===== src/lpht_ram.sv =====
// Generic simple dual-port RAM: one write port, one read port, registered read data.
// No dependencies.
`timescale 1ns / 1ps

module lpht_ram #(
  parameter int WIDTH = 8,
  parameter int DEPTH = 16
) (
  input  logic                     clk,
  input  logic                     wr_en,
  input  logic [$clog2(DEPTH)-1:0] wr_addr,
  input  logic [WIDTH-1:0]         wr_data,
  input  logic [$clog2(DEPTH)-1:0] rd_addr,
  output logic [WIDTH-1:0]         rd_data
);

  logic [WIDTH-1:0] mem [DEPTH];

  // Write port
  always_ff @(posedge clk) begin
    if (wr_en) begin
      mem[wr_addr] <= wr_data;
    end
  end

  // Registered read port
  always_ff @(posedge clk) begin
    rd_data <= mem[rd_addr];
  end

endmodule


===== config.mk =====
export PLATFORM = sky130hd
export DESIGN_NAME = lpht_ram
export DESIGN_NICKNAME = d
export VERILOG_FILES = /design/src/lpht_ram.sv
export SDC_FILE = /design/constraint.sdc
export NUM_CORES = 1
export LEC_CHECK = 0
export BUFFER_PORTS_ARGS = -buffer_cell sky130_fd_sc_hd__buf_2
export CAP_MARGIN = 0
export CORE_AREA = 2 2 77 133
export CTS_CLUSTER_DIAMETER = 30
export CTS_CLUSTER_SIZE = 16
export DETAILED_ROUTE_END_ITERATION = 8
export DIE_AREA = 0 0 79 135
export PLACE_DENSITY = 0.69
export SLEW_MARGIN = 20
export SYNTH_ARGS = -nofsm -noshare
export SYNTH_HDL_FRONTEND = slang
export SYNTH_SLANG_ARGS = --single-unit

===== constraint.sdc =====
create_clock -name clk -period 2.7 [get_ports clk]
set_clock_uncertainty 0.15 [all_clocks]
set_input_delay 0.27 -clock clk [delete_from_list [all_inputs] [get_ports clk]]
set_output_delay 0.27 -clock clk [all_outputs]
set_load 0.02 [all_outputs]

==> flow_metrics.py <==
metrics = {
    "floorplanning": {
        "die-area_sq_um": 10700,
        "core-area_sq_um": 9530,
        "fp.dieW_um": 79,
        "design.portCount": 26,
        "start_util_pct": 54.0,
        "row_count": 47,
        "dieHeight_um": 135,
    },
    "detailed_routing": {
        "first_pass_iters": 4,
        "dr_total_vias": 2407,
        "viasPerCell": 5.80,
        "drt.antenna.violating_nets": 0,
        "finalWirelength_um": 9830,
        "drtIter0Drc": 191,
        "wl_per_cell_um": 23.7,
        "drc_errors": 0,
    },
    "global_route": {
        "antenna_found_initial": 0,
        "gr-total-overflow": 0,
        "grt_use_total_pct": 20.7,
        "grt_pass1_wl_um": 15000,
        "grt_max_degree": 33,
        "grt_pass1_vias": 2560,
    },
    "timing": {
        "drv_slew": 0,
        "fin_crit_sh_pct": 58.9,
        "hold_slack_ns": 0.101,
        "fin_ws_ns": 1.11,
        "rsz0062_at_grt": "false",
        "max_slew_margin_pct": 51.6,
        "setup_viol": 0,
        "timing_hold_violations_final": 0,
        "fmax_mhz": 628,
        "min_period_ns": 1.59,
        "worst_pin_slew_ns": 0.723,
        "fin_tns_setup_ns": 0,
    },
    "synth": {
        "syn_avg_cell_area_sq_um": 22.5,
        "synthesis.area_sq_um": 5150,
        "ys_ff_latch": 136,
        "yosysUniqueCellTypes": 19,
        "synth_compound_area_share_pct": 2.33,
        "synthXorXnorAreaFrac_pct": 0,
        "ys_seq_area_share_pct": 77.8,
        "syn_nets": 247,
        "synthMuxAreaShare_pct": 15.0,
        "yosys.area_share.adder_pct": 0,
        "syn_inst": 229,
        "ys_warn_count": 0,
        "yosys.area_share.simple_pct": 3.18,
        "synth_top_family_by_area": "multiplexers",
    },
    "clocking": {
        "cts_setup_buffers": 0,
        "htreeDepth": 4,
        "cts_tree": "done",
        "cts_resized": 0,
        "clk_pin_slew_ns": 0.05,
        "clkSinkCount": 136,
        "numCtsBuffers": 17,
        "clk_latency_ns": 0.41,
        "root_buffer": "clkbuf_16",
        "cts_hold_buf": 0,
        "clk_path_buf_depth": 2,
    },
    "final_layout": {
        "n_antenna_cell": 0,
        "drive_gt1_share_pct": 30.0,
        "layout.cells.non_filler": 415,
        "layout_common_cells": "128 x edfxtp_1, 25 x buf_2, 18 x mux4_2",
        "nNetsFinal": 298,
        "n_fill_cell": 681,
        "area_growth_pct": 17.3,
        "layout_commonest_cell": "edfxtp_1",
    },
    "setup_path": {
        "endpoint_kind": "register",
        "reg2regPathDepth": 3,
        "rr_endpoint": "rd_data[5]",
        "path_max_fanout": 8,
        "cp.arrival_ns": 1.48,
        "r2r_start": "mem[1][5]",
        "worst-r2r-setup-slack_ns": 1.19,
        "startpoint": "wr_addr[2]",
        "path_class": "in -> reg",
        "crit_required_ns": 2.59,
        "crit_path_start_kind": "input port",
    },
    "min_path": {
        "worstHoldPathType": "in -> reg",
        "min_path_cells": 1,
        "hold_end": "mem[12][6]",
        "min-delay-start": "wr_data[6]",
    },
    "power_and_ir_drop": {
        "power_density_nw_per_um2": 788,
        "vdd_drop_max_mv": 0.579,
        "p_leak_nw": 2.06,
    },
    "run_status": {
        "status": "complete, no violations",
    },
    "placement": {
        "gp_congestion": 0.776,
        "placedCellCount": 383,
        "dp_hpwl_um": 6450,
        "io_buffer_count": 25,
        "place_ws_ns": 0.691,
    },
    "job": {
        "drv_cap": 0,
    },
}
[critical path: stages]
cell and delay [ns]:
buf_2 0.11, or3b_2 0.51, nor2_1 0.58
[state kept, by name, summed over array words and instances (netlist names)]
register	count
rd_data	8
mem	128
[synthesized netlist by cell type (all sizes together)]
master	instances	area share, %
a22oi	16	2.3
and2	1	0.12
and2b	1	0.15
buf	7	1.1
clkdlybuf4s25	3	0.58
dfxtp	8	3.1
edfxtp	128	75
mux4	32	15
nand2	9	0.66
nand2b	2	0.24
nand3	1	0.097
nand3b	2	0.29
nor2	13	0.95
nor2b	1	0.12
nor3	4	0.39
or3b	1	0.17
[layer usage]
metal / part of all wire [%] / wire length (um) / up-vias / global-route usage [%]
li1: - / - / 1073 / -
met1: 39 / 3850 / 1251 / 25.4
met2: 55 / 5390 / 74 / 34.0
met3: 4.8 / 470 / 9 / 5.95
met4: 1.3 / 130 / 0 / 9.10
met5: 0 / 0 / - / 0
[stage by stage]
| step | util, % | power [mW] | cell area (sq um) |
|---|---|---|---|
| finish | 63.4 | 4.76 | 6040 |
| detailed placement | 57.5 | 2.65 | 5480 |
| global route | 63.4 | 4.90 | 6040 |
| CTS | 63.4 | 4.80 | 6040 |
| floorplan | - | 2.55 | 5150 |
| global placement | 57.5 | 2.64 | 5480 |
[power breakdown]
part           internal [mW]  leakage (nW)  total (mW)  switching [mW]
logic                 0.0926         0.565       0.229           0.136
clock network           1.37         0.271        2.16           0.791
registers               2.36          1.22        2.37          0.0123
total                   3.82          2.06        4.76           0.939
[layout make-up]
| class | count | area (sq um) | area share (%) |
|---|---|---|---|
| Clock buffer | 21 | 450 | 7.46 |
| Multi-Input combinational cell | 83 | 1060 | 17.5 |
| Clock inverter | 11 | 108 | 1.78 |
| Tap cell | 122 | 153 | 2.53 |
| Sequential cell | 136 | 4000 | 66.3 |
| Timing Repair Buffer | 42 | 265 | 4.39 |
[worst max-delay path by stage]
stage               cells after the start        end  slack [ns]
CTS                                     3  mem[3][1]        1.13
finish                                  3  mem[3][5]        1.11
global placement                        3  mem[3][3]        0.75
detailed placement                      3  mem[3][3]        0.69
global route                            3  mem[1][0]        1.09
floorplan                               2  mem[0][0]        0.79
[kinds of logic after synthesis]
family,after synthesis
multiplexers,32
flip-flops,136
buffers and inverters,10
AND/OR/NAND/NOR,35
AO/OA/AOI/OAI,16
No activity file was read; power rests on OpenSTA's default activity.
